### src/hdl/tgrf_pkg.sv
package tgrf_pkg;

    // glow geometry
    localparam int GLOW_RADIUS = 10;
    localparam int WIN_LEN     = 2 * GLOW_RADIUS + 1;
    localparam int SEEN_W      = $clog2(GLOW_RADIUS + 1);
    localparam int CNT_W       = $clog2(GLOW_RADIUS + 2);

    // pixel format and blend constants
    localparam int PIX_W       = 24;
    localparam int CH_W        = 8;
    localparam int CH_NUM      = PIX_W / CH_W;
    localparam int CH_MAX      = 255;
    localparam int ALPHA_STEP  = 10;
    localparam logic [PIX_W-1:0] PIX_MASK = 24'hFFFFFF;

    typedef logic [PIX_W-1:0]  pixel_t;
    typedef logic [SEEN_W-1:0] seen_t;
    typedef logic [CNT_W-1:0]  count_t;

    // one input transaction as held in the input register
    typedef struct packed {
        pixel_t pixel;
        logic   first;
        logic   last;
    } item_t;

    // one output transaction
    typedef struct packed {
        pixel_t pixel;
        logic   last;
    } result_t;

    // all results one input transaction can produce, first at index 0
    typedef result_t [GLOW_RADIUS:0] result_vec_t;

endpackage

### src/hdl/tgrf_input.sv
module tgrf_input (
    input  logic             clk,
    input  logic             rst_n,
    input  logic             in_valid,
    output logic             in_stall,
    input  tgrf_pkg::pixel_t pixel_value,
    input  logic             frame_first,
    input  logic             row_last,
    input  logic             ready,
    output logic             item_valid,
    output tgrf_pkg::item_t  item
);

    logic            valid_reg;
    logic            valid_next;
    tgrf_pkg::item_t item_reg;
    logic            accept;

    // hold off new transactions only while the held one cannot move on
    assign in_stall   = valid_reg && !ready;
    assign accept     = in_valid && !in_stall;
    assign valid_next = accept || (valid_reg && !ready);

    always_ff @(posedge clk or negedge rst_n)
    begin
        if (!rst_n)
        begin
            valid_reg <= 1'b0;
        end
        else
        begin
            valid_reg <= valid_next;
        end
    end

    // payload capture
    always_ff @(posedge clk)
    begin
        if (accept)
        begin
            item_reg.pixel <= pixel_value;
            item_reg.first <= frame_first;
            item_reg.last  <= row_last;
        end
    end

    assign item_valid = valid_reg;
    assign item       = item_reg;

endmodule

### config.mk
export PLATFORM = sky130hd
export DESIGN_NAME = tgrf_input
export DESIGN_NICKNAME = d
export VERILOG_FILES = /design/src/hdl/tgrf_pkg.sv /design/src/hdl/tgrf_input.sv
export SDC_FILE = /design/constraint.sdc
export NUM_CORES = 1
export LEC_CHECK = 0
export BUFFER_PORTS_ARGS = -buffer_cell sky130_fd_sc_hd__buf_2
export CAP_MARGIN = 20
export CORE_ASPECT_RATIO = 1.2
export CORE_MARGIN = 2
export CORE_UTILIZATION = 42
export DETAILED_ROUTE_END_ITERATION = 10
export PLACE_DENSITY = 0.92
export SETUP_SLACK_MARGIN = 0.15
export SKIP_CTS_REPAIR_TIMING = 1
export SLEW_MARGIN = 10
export SYNTH_ARGS = -nofsm -noshare
export SYNTH_HDL_FRONTEND = slang
export SYNTH_SLANG_ARGS = --single-unit
### constraint.sdc
create_clock -name clk -period 1.6 [get_ports clk]
set_input_delay 0.48 -clock clk [delete_from_list [all_inputs] [get_ports clk]]
set_output_delay 0.48 -clock clk [all_outputs]
set_load 0.01 [all_outputs]
==> load_flow_metrics.sql, run 1 <==
INSERT INTO impl_metrics (metric_group, metric, value, unit) VALUES
('clocking', 'htreeDepth', '1', ''),
('timing', 'worst_clock_skew', '0.005035', 'ns'),
('synth', 'synth.lib_cells_used.distinct', '6', ''),
('grt', 'grt_start_max_net_pins', '27', ''),
('timing', 'finalCriticalPeriod', '1.460', 'ns'),
('synth', 'post_synth_mux_area_share', '0', ''),
('synth', 'netlist_area', '838.3', 'um^2'),
('placed_design', 'post-place-ws', '0.2221', 'ns'),
('power_and_ir_drop', 'ir_drop', '783.9', 'uV'),
('synth', 'post_synth.cell_area_avg', '27.04', 'um^2'),
('synth', 'synth_top_family_by_area', 'simple AND/OR/NAND/NOR gates', ''),
('detailed_routing', 'drt_first_pass_iters', '4', ''),
('timing', 'rsz_0062_raised_after_global_routing', 'true', ''),
('timing', 'timing.final.setup_violations', '0', ''),
('layout', 'final_area', '0.001197', 'mm^2'),
('floorplan', 'floorplan.die_area', '0.002371', 'mm^2'),
('layout', 'most_common_cell_after_layout_fill_and_taps_aside', 'buf_2', ''),
('synth', 'adder_and_majority_gate_portion_of_the_synthesized_area', '0', ''),
('timing', 'finalHoldViolations', '0', ''),
('layout', 'commonest_non_fill_non_tap_cells_in_the_layout', '56 x buf_2, 26 x edfxtp_1, 3 x clkbuf_4', ''),
('synth', 'share_of_the_synthesized_area_in_compound_gates_ao_oa_aoi_oai', '0', ''),
('clocking', 'cts_root_buffer', 'clkbuf_4', ''),
('floorplan', 'pin_count', '58', ''),
('clocking', 'worst_setup_hold_path_clk_slew', '0.13', 'ns'),
('timing', 'actual_slew_at_the_worst_max_slew_pin', '0.3270', 'ns'),
('detailed_routing', 'final_antenna_net_count', '0', ''),
('synth', 'synth_top_area_frac', '0.9313', ''),
('placed_design', 'dp.cells', '107', ''),
('worst_setup_path', 'crit_fanout', '3', ''),
('layout', 'fillers', '144', ''),
('worst_setup_path', 'timing.critical_path.to_type', 'output port', ''),
('detailed_routing', 'drt_iter0_drc', '8', ''),
('detailed_routing', 'drt_drc_violations_left', '0', ''),
('floorplan', 'vertical_die_dimension', '52.94', 'um'),
('layout', 'finalNetCount', '125', ''),
('power_and_ir_drop', 'power.static_leakage', '0.5295', 'nW'),
('timing', 'timing.setup.tns', '0', 'ns'),
('worst_setup_path', 'setup.worst_path.class', 'flip-flop to output port', ''),
('layout', 'syn2layout_area_growth', '42.84', '%'),
('layout', 'finish.cell_count_without_fillers', '113', ''),
('floorplan', 'floorplan.initialDensity', '0.4479', ''),
('grt', 'overall_overflow_remaining_after_global_route', '0', ''),
('layout', 'count_of_antenna_diodes_in_the_layout', '0', ''),
('floorplan', 'core', '0.001872', 'mm^2'),
('min_path', 'worstHoldPathType', 'primary input to flip-flop', ''),
('worst_setup_path', 'r2r_cells', '2', ''),
('clocking', 'tritoncts', 'built', ''),
('placed_design', 'place_area', '0.001147', 'mm^2'),
('grt', 'groute.usage.overall', '0.1381', ''),
('worst_setup_path', 'critPathArrivalTime', '0.98', 'ns'),
('floorplan', 'die_width', '44.79', 'um'),
('timing', 'timing.max_slew.rel_slack', '0.7820', ''),
('synth', 'mappedNetlistNets', '61', ''),
('synth', 'synthXorXnorAreaFrac', '0', ''),
('placed_design', 'dp.final_hpwl', '1.205', 'mm'),
('clocking', 'cts_made_buffers', '3', ''),
('synth', 'yosys_warnings', '0', ''),
('placed_design', 'place.port_buffers', '57', ''),
('detailed_routing', 'finalWirelength', '1.593', 'mm'),
('layout', 'max_reg_flops', '26', ''),
('grt', 'first_global_vias', '500', ''),
('power_and_ir_drop', 'total_power', '1.230', 'mW'),
('clocking', 'clk_path_buf_depth', '2', ''),
('synth', 'post_synth_inst_count', '31', ''),
('clocking', 'cts_num_sinks', '27', ''),
('outcome', 'outcome', 'finished clean', ''),
('min_path', 'hold_depth', '1', ''),
('timing', 'maxClockFrequency', '684.8', 'MHz'),
('synth', 'synth-seq-area-share', '0.9612', ''),
('timing', 'finalCritPeriodShare', '0.9127', ''),
('grt', 'grt_pass1_wl', '2.139', 'mm');
-- worst max-delay path, cell delays in order (launching register included) --
cell and delay [ns]:
dfrtp_1 0.44, nand2b_4 0.09, inv_2 0.03, buf_6 0.11
-- cell usage after synthesis (all sizes together) --
master  instances
edfxtp         26
nand2b          2
dfrtp           1
and2            1
inv             1
-- power breakdown --
group / internal (mW) / leakage, nW / switching (mW)
clock network: 0.0971 / 0.0150 / 0.179
logic: 0.0603 / 0.256 / 0.0632
registers: 0.821 / 0.258 / 0.00988
total: 0.978 / 0.529 / 0.252
-- area by class of cell --
cell class / instances / area, um^2 / area share
Clock buffer: 4 / 26.28 / 0.02194
Inverter: 1 / 3.754 / 0.003135
Multi-Input combinational cell: 3 / 28.78 / 0.02403
Sequential cell: 27 / 805.8 / 0.6729
Tap cell: 19 / 23.77 / 0.01985
Timing Repair Buffer: 59 / 309.0 / 0.2581
-- cell families (layout without fill, tap and decap cells) --
| group | after synthesis | after routing |
|---|---|---|
| buffers and inverters | 1 | 64 |
| flip-flops | 27 | 27 |
| AND/OR/NAND/NOR | 3 | 3 |
-- worst paths after layout --
path                               to  slack, ns             from
min reg2reg                item_valid       0.70       item_valid
max                          in_stall       0.14       item_valid
max in group asynchronous  item_valid       1.04            rst_n
min in group asynchronous  item_valid       0.47            rst_n
max reg2reg                   item[0]       0.39       item_valid
min                          item[21]       0.34  pixel_value[19]
-- routing by layer --
metal	up-vias	wire length [um]	GRT usage
li1	245	-	-
met1	229	502	0.1349
met2	44	804	0.2343
met3	2	263	0.05802
met4	0	23	0.08824
met5	-	0	0
Power figures use the tool's default switching activity.
==> run 2: changes to the inputs <==
--- a/config.mk
+++ b/config.mk
@@ -5,6 +5,7 @@
 export SDC_FILE = /design/constraint.sdc
 export NUM_CORES = 1
 export LEC_CHECK = 0
+export ABC_AREA = 1
 export BUFFER_PORTS_ARGS = -buffer_cell sky130_fd_sc_hd__buf_2
 export CAP_MARGIN = 20
 export CORE_ASPECT_RATIO = 1.2
==> run 2 against run 1 <==
Cell count grew 1.8%. Design area grew 1.4%. Sequential share of layout area shrank 0.90 points. Power shrank 0.57%. Setup slack lost 0.081 ns. Non-clock buffer count is the same. Clock skew shrank 0.0046 ns. Via count grew 2.7%. Register-to-register slack gained 0.09 ns. Sequential power is essentially flat. First-iteration DRC count is the same. Largest cell class unchanged. Largest power group unchanged.
==> load_flow_metrics.sql, run 2 <==
INSERT INTO impl_metrics (metric_group, metric, value, unit) VALUES
('timing', 'count_of_final_max_slew_check_failures', '0', ''),
('clocking', 'clk_path_buf_depth', '2', ''),
('synth', 'yosys_warnings', '0', ''),
('floorplan', 'core', '0.001872', 'mm^2'),
('timing', 'finalCriticalPeriod', '1.541', 'ns'),
('grt', 'first_global_vias', '528', ''),
('synth', 'synth.lib_cells_used.distinct', '7', ''),
('synth', 'ys_async_sr_fraction', '0.03704', ''),
('synth', 'synth_area_leaders', 'edfxtp_1 93%, dfrtp_1 3.0%, a21oi_2 1.0%', ''),
('layout', 'count_of_antenna_diodes_in_the_layout', '0', ''),
('worst_setup_path', 'crit_fanout', '3', ''),
('layout', 'drive_gt1_frac', '0.6875', ''),
('synth', 'post_synth_inst_count', '33', ''),
('layout', 'regArea', '805.8', 'um^2'),
('synth', 'most_common_cell_in_the_netlist', 'edfxtp_1', ''),
('grt', 'overall_overflow_remaining_after_global_route', '0', ''),
('layout', 'max_reg_flops', '26', ''),
('layout', 'multi_input_comb_area', '31.28', 'um^2'),
('synth', 'yosys_most_used_dff', 'edfxtp_1', ''),
('worst_setup_path', 'critical-path-top-delay-family', 'flip-flops', ''),
('clocking', 'cts_num_sinks', '27', ''),
('clocking', 'worst_setup_hold_path_clk_slew', '0.12', 'ns'),
('power_and_ir_drop', 'powerDensity', '1007', 'mW/mm^2'),
('power_and_ir_drop', 'power.static_leakage', '0.5326', 'nW'),
('synth', 'synth-seq-area-share', '0.9612', ''),
('worst_setup_path', 'setup.worst_path.class', 'flip-flop to output port', ''),
('min_path', 'worstHoldPathType', 'primary input to flip-flop', ''),
('clocking', 'cts_root_buffer', 'clkbuf_4', ''),
('clocking', 'cts_made_buffers', '3', ''),
('layout', 'most_common_cell_after_layout_fill_and_taps_aside', 'buf_2', ''),
('placed_design', 'place.port_buffers', '57', ''),
('floorplan', 'vertical_die_dimension', '52.94', 'um'),
('synth', 'synth_top_area_frac', '0.9313', ''),
('flow_run', 'drv.max_cap_violation_count', '0', ''),
('timing', 'timing.setup.tns', '0', 'ns'),
('detailed_routing', 'dr_total_vias', '534', ''),
('floorplan', 'floorplan.initialDensity', '0.4479', ''),
('placed_design', 'dp.final_hpwl', '1.267', 'mm'),
('timing', 'hold_slack', '0.3420', 'ns'),
('clocking', 'tritoncts', 'built', ''),
('worst_setup_path', 'critPathArrivalTime', '1.06', 'ns'),
('grt', 'grt_start_max_net_pins', '27', ''),
('detailed_routing', 'drt_iter0_drc', '8', ''),
('placed_design', 'finalWeightedCongestion', '0.6450', ''),
('power_and_ir_drop', 'ir_drop', '686.8', 'uV'),
('detailed_routing', 'wl_per_cell', '13.40', 'um'),
('synth', 'ys_seq_elements', '27', ''),
('floorplan', 'pin_count', '58', ''),
('timing', 'timing.final.setup_violations', '0', ''),
('floorplan', 'floorplan.die_area', '0.002371', 'mm^2'),
('grt', 'grt_pass1_wl', '2.118', 'mm'),
('layout', 'commonest_non_fill_non_tap_cells_in_the_layout', '57 x buf_2, 26 x edfxtp_1, 3 x clkbuf_4, 2 x inv_2', ''),
('layout', 'finalNetCount', '127', ''),
('grt', 'groute.usage.overall', '0.1357', ''),
('timing', 'worst_clock_skew', '0.0004352', 'ns'),
('detailed_routing', 'drt_first_pass_iters', '2', ''),
('synth', 'synth_top_cell_by_area', 'edfxtp_1', ''),
('outcome', 'outcome', 'finished clean', ''),
('synth', 'synth-edff-count', '26', ''),
('layout', 'syn2layout_area_growth', '44.78', '%'),
('timing', 'actual_slew_at_the_worst_max_slew_pin', '0.1833', 'ns'),
('detailed_routing', 'finalWirelength', '1.541', 'mm'),
('detailed_routing', 'final_antenna_net_count', '0', ''),
('floorplan', 'rows', '17', ''),
('timing', 'finalCritPeriodShare', '0.9631', ''),
('timing', 'finalHoldViolations', '0', ''),
('worst_setup_path', 'largest_stage_delay_on_the_critical_path', '0.45', 'ns'),
('synth', 'post_synth.cell_area_avg', '25.40', 'um^2'),
('worst_setup_path', 'crit_chain', 'inv_2, nor2_2, buf_2', ''),
('layout', 'fillers', '153', ''),
('worst_setup_path', 'crit_buf_inv', '2', ''),
('worst_setup_path', 'timing.critical_path.to_type', 'output port', ''),
('clocking', 'clock_insertion_delay_worst_skew', '0.30', 'ns'),
('detailed_routing', 'drt_drc_violations_left', '0', ''),
('layout', 'finalCoreUtilization', '0.6484', ''),
('worst_setup_path', 'setup.reg_to_reg.worst_slack', '0.48', 'ns'),
('timing', 'timing.max_slew.rel_slack', '0.8778', ''),
('detailed_routing', 'post_drt_via_cell_ratio', '4.643', ''),
('worst_setup_path', 'worst-endpoint-required', '1.12', 'ns'),
('synth', 'netlist_area', '838.3', 'um^2'),
('floorplan', 'die_width', '44.79', 'um'),
('synth', 'mappedNetlistNets', '63', ''),
('worst_setup_path', 'slowest_stage', 'dfrtp_1', ''),
('grt', 'antenna_violations_before_repair', '0', ''),
('worst_setup_path', 'timing.critical_path.from_type', 'flip-flop', ''),
('timing', 'maxClockFrequency', '648.9', 'MHz'),
('synth', 'post_synth_most_frequent_cells', '26 x edfxtp_1, 2 x inv_1', ''),
('timing', 'rsz_0062_raised_after_global_routing', 'true', ''),
('clocking', 'htreeDepth', '1', '');
## run 2: cell types whose count changed in the layout (fill, tap and decap cells not counted), sizes merged
| cell | previous run | this run |
|---|---|---|
| o21ai | 0 | 1 |
| nand2b | 2 | 0 |
| nor2 | 0 | 1 |
| inv | 1 | 3 |
| a21oi | 0 | 1 |
| and2 | 1 | 0 |
## run 2: power breakdown
| group | switching (mW) | internal [mW] | leakage [nW] | total [mW] |
|---|---|---|---|---|
| clock network | 0.167 | 0.0971 | 0.0150 | 0.264 |
| registers | 0.0102 | 0.820 | 0.258 | 0.830 |
| logic | 0.0670 | 0.0613 | 0.259 | 0.128 |
| total | 0.244 | 0.979 | 0.533 | 1.22 |
## run 2: cell families after synthesis
| group | Yosys count | synth area share |
|---|---|---|
| AOI/OAI and AO/OA | 2 | 0.02090 |
| buffers and inverters | 3 | 0.01343 |
| DFF | 27 | 0.9612 |
| and+or+nand+nor | 1 | 0.004473 |
## run 2: through the flow
stage	worst slack (ns)	total power, mW	cell area, um^2	cells
2_1_floorplan	0.1954	0.8901	845.8	33
3_3_place_gp	0.3032	0.9667	1175	110
3_5_place_dp	0.2113	0.9753	1175	110
4_1_cts	-0.01698	1.238	1201	114
5_1_grt	-0.009720	1.279	1214	115
6_report	0.05899	1.223	1214	115
## run 2: cell type report
class | count | area share
inverter | 3 | 0.009278
timing repair buffer | 59 | 0.2598
clock buffer | 4 | 0.02165
sequential | 27 | 0.6639
tap | 19 | 0.01959
multi-input combinational | 3 | 0.02577
## run 2: path summary, 6_finish.rpt
kind | to | cells after the start | from
setup / recovery | in_stall | 3 | item_valid
hold reg to reg | item_valid | 2 | item_valid
hold / removal | item[6] | 1 | pixel_value[4]
max in group asynchronous | item_valid | 2 | rst_n
setup reg to reg | item[12] | 2 | item_valid
min in group asynchronous | item_valid | 2 | rst_n
## run 2: routing by layer
metal	track usage	vias up	part of all wire
met2	0.2657	41	0.56
met1	0.1181	242	0.32
met4	0.07353	0	0
met5	0	-	0
met3	0.03754	0	0.13
li1	-	251	-
## run 2: worst reg2reg max path, cell delays in order, from the launching register on
cell and delay (ns):
dfrtp_1 0.45, a21oi_4 0.19, buf_12 0.19
