===== src/hdl/tgrf_pkg.sv =====
package tgrf_pkg;

    // glow geometry
    localparam int GLOW_RADIUS = 10;
    localparam int WIN_LEN     = 2 * GLOW_RADIUS + 1;
    localparam int SEEN_W      = $clog2(GLOW_RADIUS + 1);
    localparam int CNT_W       = $clog2(GLOW_RADIUS + 2);

    // pixel format and blend constants
    localparam int PIX_W       = 24;
    localparam int CH_W        = 8;
    localparam int CH_NUM      = PIX_W / CH_W;
    localparam int CH_MAX      = 255;
    localparam int ALPHA_STEP  = 10;
    localparam logic [PIX_W-1:0] PIX_MASK = 24'hFFFFFF;

    typedef logic [PIX_W-1:0]  pixel_t;
    typedef logic [SEEN_W-1:0] seen_t;
    typedef logic [CNT_W-1:0]  count_t;

    // one input transaction as held in the input register
    typedef struct packed {
        pixel_t pixel;
        logic   first;
        logic   last;
    } item_t;

    // one output transaction
    typedef struct packed {
        pixel_t pixel;
        logic   last;
    } result_t;

    // all results one input transaction can produce, first at index 0
    typedef result_t [GLOW_RADIUS:0] result_vec_t;

endpackage


===== src/hdl/tgrf_out.sv =====
module tgrf_out (
    input  logic                  clk,
    input  logic                  rst_n,
    input  logic                  push,
    input  tgrf_pkg::result_vec_t res,
    input  tgrf_pkg::count_t      res_n,
    output logic                  ready,
    output logic                  out_valid,
    input  logic                  out_stall,
    output tgrf_pkg::pixel_t      out_pixel,
    output logic                  out_row_last
);

    tgrf_pkg::result_vec_t buf_reg;
    tgrf_pkg::result_vec_t buf_next;
    tgrf_pkg::count_t      cnt_reg;
    tgrf_pkg::count_t      cnt_next;
    tgrf_pkg::result_t     o_reg;
    tgrf_pkg::result_t     o_next;
    logic                  o_valid_reg;
    logic                  o_valid_next;
    logic                  o_free;

    assign o_free = !o_valid_reg || !out_stall;
    assign ready  = (cnt_reg == '0);

    // drain buffer into the output register, or load fresh results
    always_comb
    begin
        buf_next     = buf_reg;
        cnt_next     = cnt_reg;
        o_next       = o_reg;
        o_valid_next = o_valid_reg;
        if (cnt_reg != '0)
        begin
            if (o_free)
            begin
                o_next       = buf_reg[0];
                o_valid_next = 1'b1;
                for (int j = 0; j < tgrf_pkg::GLOW_RADIUS; j++)
                begin
                    buf_next[j] = buf_reg[j + 1];
                end
                buf_next[tgrf_pkg::GLOW_RADIUS] = '0;
                cnt_next = cnt_reg - 1'b1;
            end
        end
        else if (push && (res_n != '0))
        begin
            if (o_free)
            begin
                o_next       = res[0];
                o_valid_next = 1'b1;
                for (int j = 0; j < tgrf_pkg::GLOW_RADIUS; j++)
                begin
                    buf_next[j] = res[j + 1];
                end
                buf_next[tgrf_pkg::GLOW_RADIUS] = '0;
                cnt_next = res_n - 1'b1;
            end
            else
            begin
                buf_next = res;
                cnt_next = res_n;
            end
        end
        else if (o_free)
        begin
            o_valid_next = 1'b0;
        end
    end

    always_ff @(posedge clk or negedge rst_n)
    begin
        if (!rst_n)
        begin
            cnt_reg     <= '0;
            o_valid_reg <= 1'b0;
        end
        else
        begin
            cnt_reg     <= cnt_next;
            o_valid_reg <= o_valid_next;
        end
    end

    // payload registers
    always_ff @(posedge clk)
    begin
        buf_reg <= buf_next;
        o_reg   <= o_next;
    end

    assign out_valid    = o_valid_reg;
    assign out_pixel    = o_reg.pixel;
    assign out_row_last = o_reg.last;

endmodule


===== config.mk =====
export PLATFORM = sky130hd
export DESIGN_NAME = tgrf_out
export DESIGN_NICKNAME = d
export VERILOG_FILES = /design/src/hdl/tgrf_pkg.sv /design/src/hdl/tgrf_out.sv
export SDC_FILE = /design/constraint.sdc
export NUM_CORES = 1
export LEC_CHECK = 0
export ABC_CLOCK_PERIOD_IN_PS = 23200
export BUFFER_PORTS_ARGS = -buffer_cell sky130_fd_sc_hd__buf_2
export CAP_MARGIN = 20
export CORE_UTILIZATION = 30
export CTS_CLUSTER_DIAMETER = 150
export DETAILED_ROUTE_END_ITERATION = 10
export PLACE_DENSITY = 0.53
export SKIP_CTS_REPAIR_TIMING = 1
export SLEW_MARGIN = 0
export SYNTH_ARGS = -nofsm -noshare
export SYNTH_HDL_FRONTEND = slang
export SYNTH_SLANG_ARGS = --single-unit
export TNS_END_PERCENT = 100

===== constraint.sdc =====
create_clock -name clk -period 23.2 [get_ports clk]
set_clock_uncertainty 0.15 [all_clocks]
set_input_delay 2.32 -clock clk [delete_from_list [all_inputs] [get_ports clk]]
set_output_delay 2.32 -clock clk [all_outputs]
set_load 0.05 [all_outputs]

==> metrics.md, run 1 <==
| Metric | Value |
|---|---|
| LEAKAGE | 7.16 nW |
| Initial Util | 30.4% |
| Combinational share of power | 32.0% |
| Overall routing resource usage | 16.2% |
| Pwr Density | 137 nW/µm² |
| Vias in the first global route | 11,092 |
| Post-route setup TNS | 0 ns |
| Fmax achieved | 0.186 GHz |
| Reg power frac | 45.3% |
| Met3 Resource Use GR | 3.49% |
| Most common cell after layout, fill and taps aside | nand2_1 |
| Core area | 49,100 µm² |
| Post-Syn Instances | 1,566 |
| H-tree depth | 2 |
| Max reg flops | 275 |
| Final worst-path cycle share | 23.2% |
| Run status | finished, final reports clean |
| Final core occ | 36.5% |
| Netlist Area Pre-Place | 14,900 µm² |
| Layout area overhead | 20.1% |
| Yosys top cell by area | edfxtp_1 |
| Dpl hpwl | 27.6 mm |
| Vias per cell | 4.79 |
| Grt met1 use | 23.9% |
| Switching share of power | 34.1% |
| Slew Viols, Final | 0 |
| Deepest clock path buffer count | 3 |
| Fin. Hold Viols | 0 |
| Final net count | 2,091 |
| First-pass GRT wire length | 64.0 mm |
| Port Buffers | 309 |
| RePlAce Congestion | 0.792 |
| Least-Margin Pin Slew | 1.26 ns |
| Total vias in the final route | 11,975 |
| Final WL | 42.0 mm |
| Most frequent cells in the layout | 581 x nand2_1, 309 x buf_2, 300 x edfxtp_1 |
| P_int | 1.62 mW |
| Setup CP Type | reg -> out |
| DR WL/cell | 16.8 µm |
| RSZ-0062 raised after global routing | false |
| Final WS setup | 17.82 ns |
| Hold WC Path Type | reg -> reg |
| Fillers | 5,098 |
| Remaining DRCs | 0 |
| Total CTS buffers | 39 |
| Clock-pin slew on the worst setup and hold paths | 0.05 ns |
| Num Clock Sinks | 305 |
| Ports | 310 |
| Area of the multi-input gates | 5080 µm² |
| Synth top area cells | edfxtp_1 60%, nand2_1 15%, a31oi_1 10% |
| Met2 Use GR | 23.6% |
| Mapped Avg Cell Area | 9.53 µm² |
| Post-synthesis sequential area ratio | 61.2% |
| Clk Latency, worst-skew pair | 0.54 ns |
| Peak VDD IR | 0.0670 mV |
| Chip width | 225 µm |
| Clock share of power | 22.7% |
| MaxCap Viol Count | 0 |
| Largest net degree at the start of global routing | 265 |
| Rel. slew slack | 16.0% |
| Row count | 81 |
| Share of cells above drive strength 1 | 20.6% |
| Yosys Warn Count | 0 |
| Finished layout cell area | 17,900 µm² |
| Netlist cell types | 31 |
| Final ANT Viol Nets | 0 |
| Initial antenna violation count | 12 |
| Design Power | 2.45 mW |
| P_sw | 0.838 mW |
| Root buf cell | clkbuf_16 |
| # setup viols final | 0 |
| DP Worst Slack | 17.68 ns |
| Required @ worst endpoint | 20.73 ns |
| DR iter-0 viols | 993 |
| Crit path max fanout | 203 |
| Post-synth top area share | 60.4% |
| First drt pass iteration count | 5 |
| Die Ht | 225 µm |
| Reg area | 9130 µm² |
| Post-synthesis net count | 1,851 |
| Register bit total from synthesis | 305 |
| Most crowded layer after global routing | met1 |
| Tmin final | 5.38 ns |
| Die area | 50,700 µm² |
| Area of placed instances | 16,700 µm² |
| Nature of the critical path endpoint | primary output |
| CP Launch Type | flip-flop |
| Total grt overflow | 0 |
| R2r setup slk | 18.58 ns |
| WP data arrival | 2.91 ns |
| TritonCTS clock tree | yes |
power groups by stage:
stage | Sequential [mW] | Combinational (mW) | Clock [mW]
5_1_grt | 1.14 | 0.887 | 0.596
6_report | 1.11 | 0.786 | 0.558
3_3_place_gp | 1.12 | 0.773 | 0
4_1_cts | 1.12 | 0.792 | 0.577
2_1_floorplan | 1.26 | 0.553 | 0
3_5_place_dp | 1.12 | 0.790 | 0
synth_stat cells, drive strengths merged:
cell type  instances
edfxtp           300
nand2            583
o31a               1
o221ai             2
a31oi            250
o311ai             2
and2               1
nor2             255
dfrtp              5
buf               97
xor2               1
nand4b             1
inv                6
xnor2              1
nor4               2
o211ai             1
and3              25
o21ai              2
a211o              1
ha                 2
clkbuf            26
mux2i              2
final timing paths:
path | startpoint | end | cells past startpoint
worst min-delay path | buf_reg[6]$_DFFE_PP_ | out_pixel[5]$_DFFE_PP_ | 2
worst min register to register | buf_reg[6]$_DFFE_PP_ | out_pixel[5]$_DFFE_PP_ | 2
min in group asynchronous | rst_n | out_valid$_DFFE_PN0P_ | 1
max in group asynchronous | rst_n | cnt_reg[0]$_DFFE_PN0P_ | 1
worst max register to register | cnt_reg[0]$_DFFE_PN0P_ | buf_reg[113]$_DFFE_PP_ | 9
worst max-delay path | cnt_reg[0]$_DFFE_PN0P_ | ready | 5
worst max-delay path, stage by stage (launching register included):
cell     delay, ns
dfrtp_1       0.40
inv_1         0.09
ha_1          0.22
nand2_2       0.55
inv_16        0.70
buf_2         0.38
cell type report:
cell class,count,share of cell area (%)
Sequential cell,305,50.9
Multi-Input combinational cell,1132,28.4
Timing Repair Buffer,322,9.35
Clock buffer,57,6.11
Tap cell,664,4.63
Clock inverter,13,0.342
Inverter,6,0.216
Antenna cell,2,0.0279
metal layers:
metal,wire [µm],vias up
met1,20800,5598
met2,17900,342
met3,2490,64
li1,-,5959
met5,79,-
met4,769,12
through the flow:
step                cells  hold WS, ns
floorplan            1566        0.341
global placement     2428        0.344
detailed placement   2428        0.351
CTS                  2498        0.365
global route         2499        0.381
finish               2501        0.365
cells by family after synthesis:
family	count (synthesis)	synth area share, %
DFF	305	61.2
buffers and inverters	129	4.95
muxes	2	0.134
xor gates and xnor gates	2	0.117
and+or+nand+nor	867	22.4
adders and majority gates	2	0.168
AOI/OAI and AO/OA	259	11.1
No activity file was read; power rests on OpenSTA's default activity.
==> inputs of run 2 (changes only) <==
--- a/config.mk
+++ b/config.mk
@@ -5,13 +5,13 @@
 export SDC_FILE = /design/constraint.sdc
 export NUM_CORES = 1
 export LEC_CHECK = 0
-export ABC_CLOCK_PERIOD_IN_PS = 23200
+export ABC_CLOCK_PERIOD_IN_PS = 4790
 export BUFFER_PORTS_ARGS = -buffer_cell sky130_fd_sc_hd__buf_2
 export CAP_MARGIN = 20
 export CORE_UTILIZATION = 30
 export CTS_CLUSTER_DIAMETER = 150
 export DETAILED_ROUTE_END_ITERATION = 10
-export PLACE_DENSITY = 0.53
+export PLACE_DENSITY = 0.55
 export SKIP_CTS_REPAIR_TIMING = 1
 export SLEW_MARGIN = 0
 export SYNTH_ARGS = -nofsm -noshare
==> constraint.sdc (replaced) <==
create_clock -name clk -period 4.79 [get_ports clk]
set_clock_uncertainty 0.15 [all_clocks]
set_input_delay 0.479 -clock clk [delete_from_list [all_inputs] [get_ports clk]]
set_output_delay 0.479 -clock clk [all_outputs]
set_load 0.05 [all_outputs]
==> run 2 against run 1 <==
Net effect:
- critical path depth rose by 1
- combinational power rose to 4.8 times the previous value
- clock-buffer cell count down 5
- non-clock buffer count grew 1
- die area is the same
- first-iteration DRC count is 6.7% lower
- sequential share of layout area down 0.32 points
- core utilization grew 0.24 points
- sequential cell count unchanged
- sequential power increased to 4.9 times the previous value
==> metrics.md, run 2 (synthesis gave the netlist of run 1 again) <==
| Metric | Value |
|---|---|
| Max reg flops | 275 (unchanged) |
| Least-Margin Pin Slew | 0.983 ns (was 1.26 ns) |
| Remaining DRCs | 0 (unchanged) |
| RSZ-0062 raised after global routing | false (unchanged) |
| Final core occ | 36.8% (was 36.5%) |
| WP data arrival | 2.82 ns (was 2.91 ns) |
| Dpl hpwl | 27.5 mm (was 27.6 mm) |
| Min Hold Slack | 0.0626 ns (was 0.365 ns) |
| DR WL/cell | 16.7 µm (was 16.8 µm) |
| Root buf cell | clkbuf_16 (unchanged) |
| Fmax achieved | 0.290 GHz |
| Vias in the first global route | 11,095 (was 11,092) |
| LEAKAGE | 7.20 nW (was 7.16 nW) |
| HP Start | res[24] (was buf_reg[6]$_DFFE_PP_) |
| Peak VDD IR | 0.397 mV (was 0.0670 mV) |
| Total grt overflow | 0 (unchanged) |
| Final net count | 2,091 (unchanged) |
| H-tree depth | 2 (unchanged) |
| Reg power frac | 44.9% (was 45.3%) |
| Area of placed instances | 16,800 µm² (was 16,700 µm²) |
| R2R cell count | 8 (was 9) |
| Final ANT Viol Nets | 0 (unchanged) |
| Run status | finished, final reports clean (unchanged) |
| Slew Viols, Final | 0 (unchanged) |
| Placed Cells incl. Taps | 2,429 (was 2,428) |
| Num Clock Sinks | 305 (unchanged) |
| Core area | 49,100 µm² (unchanged) |
| Combinational share of power | 31.7% (was 32.0%) |
| Tmin final | 3.45 ns |
| Vias per cell | 4.80 (was 4.79) |
| Initial Util | 30.4% (unchanged) |
| Required @ worst endpoint | 4.16 ns (was 20.73 ns) |
| First-pass GRT wire length | 64.8 mm (was 64.0 mm) |
| TritonCTS clock tree | yes (unchanged) |
| P_sw | 4.07 mW (was 0.838 mW) |
| CP Launch Type | flip-flop (unchanged) |
| Rel. slew slack | 34.5% (was 16.0%) |
| Clock-pin slew on the worst setup and hold paths | 0.06 ns (was 0.05 ns) |
| Deepest clock path buffer count | 3 (unchanged) |
| Final WS setup | 1.34 ns (was 17.82 ns) |
| R2r setup slk | 1.47 ns (was 18.58 ns) |
| Clk Latency, worst-skew pair | 0.54 ns (about the same) |
| Die area | 50,700 µm² (unchanged) |
| Hold Path Stages | 3 (was 2) |
| DR iter-0 viols | 926 (was 993) |
| R2R Path End | cnt_reg[0]$_DFFE_PN0P_ (was buf_reg[113]$_DFFE_PP_) |
| P_int | 7.93 mW (was 1.62 mW) |
| Design Power | 12.0 mW (was 2.45 mW) |
| Most frequent cells in the layout | 581 x nand2_1, 309 x buf_2, 300 x edfxtp_1 (unchanged) |
| Ports | 310 (unchanged) |
| First drt pass iteration count | 5 (unchanged) |
| Switching share of power | 33.9% (was 34.1%) |
| Nature of the critical path endpoint | primary output (unchanged) |
| Share of cells above drive strength 1 | 21.0% (was 20.6%) |
| DP Worst Slack | 1.47 ns (was 17.68 ns) |
| Final WL | 42.0 mm (about the same) |
| Die Ht | 225 µm (unchanged) |
| Most common cell after layout, fill and taps aside | nand2_1 (unchanged) |
| Pwr Density | 665 nW/µm² (was 137 nW/µm²) |
| Port Buffers | 309 (unchanged) |
| Initial antenna violation count | 25 (was 12) |
| RePlAce Congestion | 0.799 (was 0.792) |
| Crit path max fanout | 255 (was 203) |
| Post-Layout Cell Count | 2,514 (was 2,501) |
| Fin. Hold Viols | 0 (unchanged) |
| Finished layout cell area | 18,000 µm² (was 17,900 µm²) |
| Overall routing resource usage | 16.3% (was 16.2%) |
| Final worst-path cycle share | 71.9% |
| # setup viols final | 0 (unchanged) |
| Hold WC Path Type | in -> reg (was reg -> reg) |
| Total CTS buffers | 38 (was 39) |
| Worst r2r src | cnt_reg[0]$_DFFE_PN0P_ (unchanged) |
| Layout area overhead | 20.9% (was 20.1%) |
| Largest net degree at the start of global routing | 256 (was 265) |
| Hold EP | out_pixel[23]$_DFFE_PP_ (was out_pixel[5]$_DFFE_PP_) |
| Total vias in the final route | 12,065 (was 11,975) |
| Row count | 81 (unchanged) |
| Setup CP Type | reg -> out (unchanged) |
| Chip width | 225 µm (unchanged) |
| MaxCap Viol Count | 0 (unchanged) |
| Post-route setup TNS | 0 ns (unchanged) |
| Clock share of power | 23.4% (was 22.7%) |
run 2: routing by layer:
metal,share of wire [%],vias to the layer above,track usage [%]
met5,0.22,-,0
met4,2.3,16,5.68
met1,48,5614,23.7
li1,-,5975,-
met3,7.7,77,4.32
met2,42,383,23.1
run 2: area by class of cell:
type | instances | area, µm²
Multi-Input combinational cell | 1132 | 5100
Clock inverter | 17 | 160
Sequential cell | 305 | 9140
Tap cell | 664 | 831
Inverter | 6 | 38.8
Timing Repair Buffer | 323 | 1700
Fill cell | 5092 | 31000
Clock buffer | 52 | 1030
Antenna cell | 15 | 37.5
run 2: how the worst max path moves through the flow:
stage | start | end | slack (ns)
2_1_floorplan | out_valid$_DFFE_PN0P_ | cnt_reg[1]$_DFFE_PN0P_ | -1.21
3_3_place_gp | cnt_reg[1]$_DFFE_PN0P_ | buf_reg[1]$_DFFE_PP_ | 1.52
3_5_place_dp | cnt_reg[1]$_DFFE_PN0P_ | buf_reg[7]$_DFFE_PP_ | 1.47
4_1_cts | cnt_reg[1]$_DFFE_PN0P_ | ready | 1.22
5_1_grt | cnt_reg[1]$_DFFE_PN0P_ | ready | 1.08
6_report | cnt_reg[0]$_DFFE_PN0P_ | ready | 1.34
run 2: worst max-delay path, cell delays in order, from the launching register on:
cell and delay [ns]:
dfrtp_1 0.42, inv_2 0.10, ha_4 0.16, nand2_4 0.25, inv_16 0.55, buf_4 0.39
buf_2 0.32
run 2: power groups by stage:
stage | Combinational (mW) | Clock [mW] | Sequential [mW]
after floorplan | 2.70 | 0 | 5.82
after global placement | 3.74 | 0 | 5.43
after detailed placement | 3.83 | 0 | 5.44
after CTS | 3.84 | 2.90 | 5.40
after global routing | 4.30 | 2.98 | 5.52
final | 3.80 | 2.81 | 5.39
==> inputs of run 3 (changes only) <==
--- a/config.mk
+++ b/config.mk
@@ -5,7 +5,8 @@
 export SDC_FILE = /design/constraint.sdc
 export NUM_CORES = 1
 export LEC_CHECK = 0
-export ABC_CLOCK_PERIOD_IN_PS = 4790
+export ABC_AREA = 1
+export ABC_CLOCK_PERIOD_IN_PS = 2900
 export BUFFER_PORTS_ARGS = -buffer_cell sky130_fd_sc_hd__buf_2
 export CAP_MARGIN = 20
 export CORE_UTILIZATION = 30
==> constraint.sdc (replaced) <==
create_clock -name clk -period 2.9 [get_ports clk]
set_clock_uncertainty 0.15 [all_clocks]
set_input_delay 0.29 -clock clk [delete_from_list [all_inputs] [get_ports clk]]
set_output_delay 0.29 -clock clk [all_outputs]
set_load 0.05 [all_outputs]
==> run 3 against run 2 <==
Net effect:
- the flow now finishes with violations (negative hold slack)
- non-clock buffer count up 246
- worst hold slack worse by 0.093 ns
- first-iteration DRC count up 9.3%
- via count up 9.2%
- wire length up 8.0%
- sequential cell count unchanged
- global-route usage down 0.12 points
- cell count up 11%
- critical path type unchanged
- highest routed layer is now met4
==> metrics.md, run 3 <==
| Metric | Value |
|---|---|
| Run status | complete, but fails checks (was finished, final reports clean) |
| Failing checks | negative hold slack |
| Clk Latency, worst-skew pair | 0.55 ns (was 0.54 ns) |
| Peak VDD IR | 0.408 mV (was 0.397 mV) |
| Share of cells above drive strength 1 | 18.3% (was 21.0%) |
| MaxCap Viol Count | 0 (unchanged) |
| H-tree depth | 2 (unchanged) |
| Yosys Warn Count | 0 (unchanged) |
| Layout area overhead | 38.5% (was 20.9%) |
| Deepest clock path buffer count | 3 (unchanged) |
| Die area | 50,400 µm² (was 50,700 µm²) |
| First-pass GRT wire length | 64.5 mm (was 64.8 mm) |
| Top cells by count, synth | 351 x nand2_1, 300 x edfxtp_1, 289 x o21ai_0, 282 x nor2_1, 215 x o21ai_1 (was 581 x nand2_1, 300 x edfxtp_1, 255 x nor2_1, 250 x a31oi_1, 53 x buf_2) |
| Ports | 310 (unchanged) |
| Clock-pin slew on the worst setup and hold paths | 0.05 ns (was 0.06 ns) |
| # setup viols final | 0 (unchanged) |
| R2R Path End | buf_reg[151]$_DFFE_PP_ (was cnt_reg[0]$_DFFE_PN0P_) |
| R2r setup slk | 0.35 ns (was 1.47 ns) |
| P_sw | 7.31 mW (was 4.07 mW) |
| Fillers | 4,758 (was 5,092) |
| Crit path max fanout | 35 (was 255) |
| DR WL met2 | 20.2 mm (was 17.5 mm) |
| Required @ worst endpoint | 2.46 ns (was 4.16 ns) |
| CP cell instances | inv_1 > ha_1 > nand2_2 > nor2_4 > buf_4 > buf_16 > buf_4 (was inv_2 > ha_4 > nand2_4 > inv_16 > buf_4 > buf_2) |
| Dpl hpwl | 27.3 mm (was 27.5 mm) |
| Total grt overflow | 0 (unchanged) |
| Total vias in the final route | 13,180 (was 12,065) |
| Metal3 WL | 2.57 mm (was 3.22 mm) |
| Overall routing resource usage | 16.2% (was 16.3%) |
| Post-Syn Instances | 1,612 (was 1,566) |
| Main combinational cell family by area after synthesis | compound AO/OA/AOI/OAI gates (was simple AND/OR/NAND/NOR gates) |
| Post-route setup TNS | 0 ns (unchanged) |
| Mapped Avg Cell Area | 9.22 µm² (was 9.53 µm²) |
| HP Start | res[122] (was res[24]) |
| CP most frequent cell | buf_4 |
| Netlist Area Pre-Place | 14,900 µm² (about the same) |
| Final WS setup | 0.207 ns (was 1.34 ns) |
| Synth top area cells | edfxtp_1 61%, o21ai_0 9.7%, nand2_1 8.9% (was edfxtp_1 60%, nand2_1 15%, a31oi_1 10%) |
| DR iter-0 viols | 1,012 (was 926) |
| Register bit total from synthesis | 305 (unchanged) |
| Max layer used | met4 (was met5) |
| Min Hold Slack | -0.0303 ns (was 0.0626 ns) |
| Reg power frac | 43.2% (was 44.9%) |
| Hold WC Path Type | in -> reg (unchanged) |
| R2R cell count | 9 (was 8) |
| XOR/XNOR Fraction of Synth Area | 0% (was 0.117%) |
| First drt pass iteration count | 5 (unchanged) |
| Switching share of power | 35.3% (was 33.9%) |
| WP data arrival | 2.25 ns (was 2.82 ns) |
| Initial Util | 30.4% (about the same) |
| Hold Path Stages | 3 (unchanged) |
| Vias per cell | 4.72 (was 4.80) |
| TritonCTS clock tree | yes (unchanged) |
| Vias in the first global route | 11,140 (was 11,095) |
| Final worst-path cycle share | 92.9% |
| Crit-path slowest cell | dfrtp_1 (was inv_16) |
| RSZ-0062 raised after global routing | false (unchanged) |
| Tmin final | 2.69 ns |
| Port Buffers | 309 (unchanged) |
| Most common cell in the netlist | nand2_1 (unchanged) |
| Total CTS buffers | 38 (unchanged) |
| Fin. Hold Viols | 16 (was 0) |
| Final net count | 2,387 (was 2,091) |
| Worst Setup SP | cnt_reg[0]$_DFFE_PN0P_ (unchanged) |
| Clock share of power | 21.6% (was 23.4%) |
| Ys async rst share | 1.64% (unchanged) |
| Post-synth EDFFs | 300 (unchanged) |
| DR WL/cell | 16.2 µm (was 16.7 µm) |
| Row count | 81 (unchanged) |
| CP max stage delay | 0.37 ns (was 0.55 ns) |
| Nature of the critical path endpoint | primary output (unchanged) |
| Setup CP Type | reg -> out (unchanged) |
| Core area | 48,800 µm² (was 49,100 µm²) |
| Pwr Density | 1010 nW/µm² (was 665 nW/µm²) |
| Rel. slew slack | 51.5% (was 34.5%) |
| RePlAce Congestion | 0.798 (was 0.799) |
| Least-Margin Pin Slew | 0.728 ns (was 0.983 ns) |
| Remaining DRCs | 0 (unchanged) |
| Worst r2r src | cnt_reg[0]$_DFFE_PN0P_ (unchanged) |
| Post-synthesis mux area share | 0% (was 0.134%) |
| Dominant synthesized flop cell | edfxtp_1 (unchanged) |
| Largest net degree at the start of global routing | 135 (was 256) |
| Initial antenna violation count | 0 (was 25) |
| P_int | 13.4 mW (was 7.93 mW) |
| Final ANT Viol Nets | 0 (unchanged) |
| Chip width | 225 µm (about the same) |
| Most common cell after layout, fill and taps aside | nand2_1 (unchanged) |
| Area share of and/or/nand/nor cells after synthesis | 16.4% (was 22.4%) |
| Yosys top cell by area | edfxtp_1 (unchanged) |
| Die Ht | 225 µm (about the same) |
| Post-synthesis sequential area ratio | 61.5% (was 61.2%) |
| Post-synth top area share | 60.6% (was 60.4%) |
| Most frequent cells in the layout | 351 x nand2_1, 308 x buf_2, 300 x edfxtp_1 (was 581 x nand2_1, 309 x buf_2, 300 x edfxtp_1) |
| Hold EP | buf_reg[122]$_DFFE_PP_ (was out_pixel[23]$_DFFE_PP_) |
| Fmax achieved | 0.371 GHz |
| LEAKAGE | 8.39 nW (was 7.20 nW) |
| Combinational share of power | 35.2% (was 31.7%) |
| Routed met1 length | 21.8 mm (was 20.2 mm) |
| Final WL | 45.4 mm (was 42.0 mm) |
| Max reg flops | 275 (unchanged) |
| Post-synthesis net count | 1,897 (was 1,851) |
| Post-synthesis adder-cell area fraction | 0.168% (about the same) |
| Netlist cell types | 21 (was 31) |
| DP Worst Slack | 0.458 ns (was 1.47 ns) |
| Num Clock Sinks | 305 (unchanged) |
| Root buf cell | clkbuf_16 (unchanged) |
| Final core occ | 42.1% (was 36.8%) |
| Slew Viols, Final | 0 (unchanged) |
| Compound-Gate Fraction of Synth Area | 17.1% (was 11.1%) |
| CP Launch Type | flip-flop (unchanged) |
-- run 3: changes by cell type in the layout (fill, tap and decap cells not counted), moves of 3 or more --
| cell | delta |
|---|---|
| a31oi_1 | -250 |
| nand2_1 | -230 |
| and3_1 | -25 |
| nor2_1 | +27 |
| clkbuf_16 | +3 |
| clkinv_2 | -3 |
| dlygate4sd3_1 | +236 |
| o21ai_1 | +215 |
| o21ai_0 | +288 |
| inv_1 | +29 |
| buf_12 | +8 |
| bufinv_16 | -3 |
| diode_2 | -14 |
| nand3_1 | +4 |
-- run 3: power by group through the flow --
stage                     Combinational (mW)  Sequential, mW  Clock (mW)
final                                   7.30            8.94        4.46
after global routing                    8.25            9.17        4.75
after CTS                               6.97            8.96        4.58
after detailed placement                6.95            9.04           0
after global placement                  6.79            9.01           0
after floorplan                         4.47            9.57           0
-- run 3: per-layer routing --
metal	GRT usage [%]	up-vias
met1	24.7	6155
met5	0	-
met3	3.04	59
met2	23.0	436
met4	4.54	0
li1	-	6530
-- run 3: cell families after synthesis --
logic type | after synthesis
AO/OA/AOI/OAI | 507
adder cells (fa/ha/maj) | 2
buffers and inverters | 156
flip-flops | 305
AND/OR/NAND/NOR | 642
-- run 3: stage by stage --
| step | hold WS (ns) | instances | instance area, µm² | total power, mW |
|---|---|---|---|---|
| floorplan | -0.156 | 1612 | 14900 | 14.0 |
| global placement | -0.0359 | 2488 | 17000 | 15.8 |
| detailed placement | -0.0306 | 2488 | 17000 | 16.0 |
| CTS | -0.620 | 2555 | 18200 | 20.5 |
| global route | -0.00229 | 2793 | 20600 | 22.2 |
| finish | -0.0303 | 2794 | 20600 | 20.7 |
-- run 3: worst max-delay path by stage --
stage	depth (start not counted)	to	slack, ns
floorplan	8	buf_reg[0]$_DFFE_PP_	0.09
global placement	9	buf_reg[17]$_DFFE_PP_	0.57
detailed placement	9	buf_reg[19]$_DFFE_PP_	0.46
CTS	7	ready	0.05
global route	7	ready	0.05
finish	7	ready	0.21
-- run 3: worst max-delay path: cells and delay by family, from the launching register on --
| kind | cells | cell delay [ns] |
|---|---|---|
| DFF | 1 | 0.37 |
| adders and majority gates | 1 | 0.20 |
| and+or+nand+nor | 2 | 0.29 |
| buffers and inverters | 4 | 0.80 |
-- run 3: final cells by class --
class / instances / area, µm² / share of cell area, %
antenna: 1 / 2.50 / 0.0122
clock buffer: 53 / 1070 / 5.20
clock inverter: 14 / 70.1 / 0.340
inverter: 37 / 166 / 0.809
multi-input combinational: 1151 / 5020 / 24.4
sequential: 305 / 9130 / 44.4
tap: 664 / 831 / 4.04
timing repair buffer: 569 / 4280 / 20.8
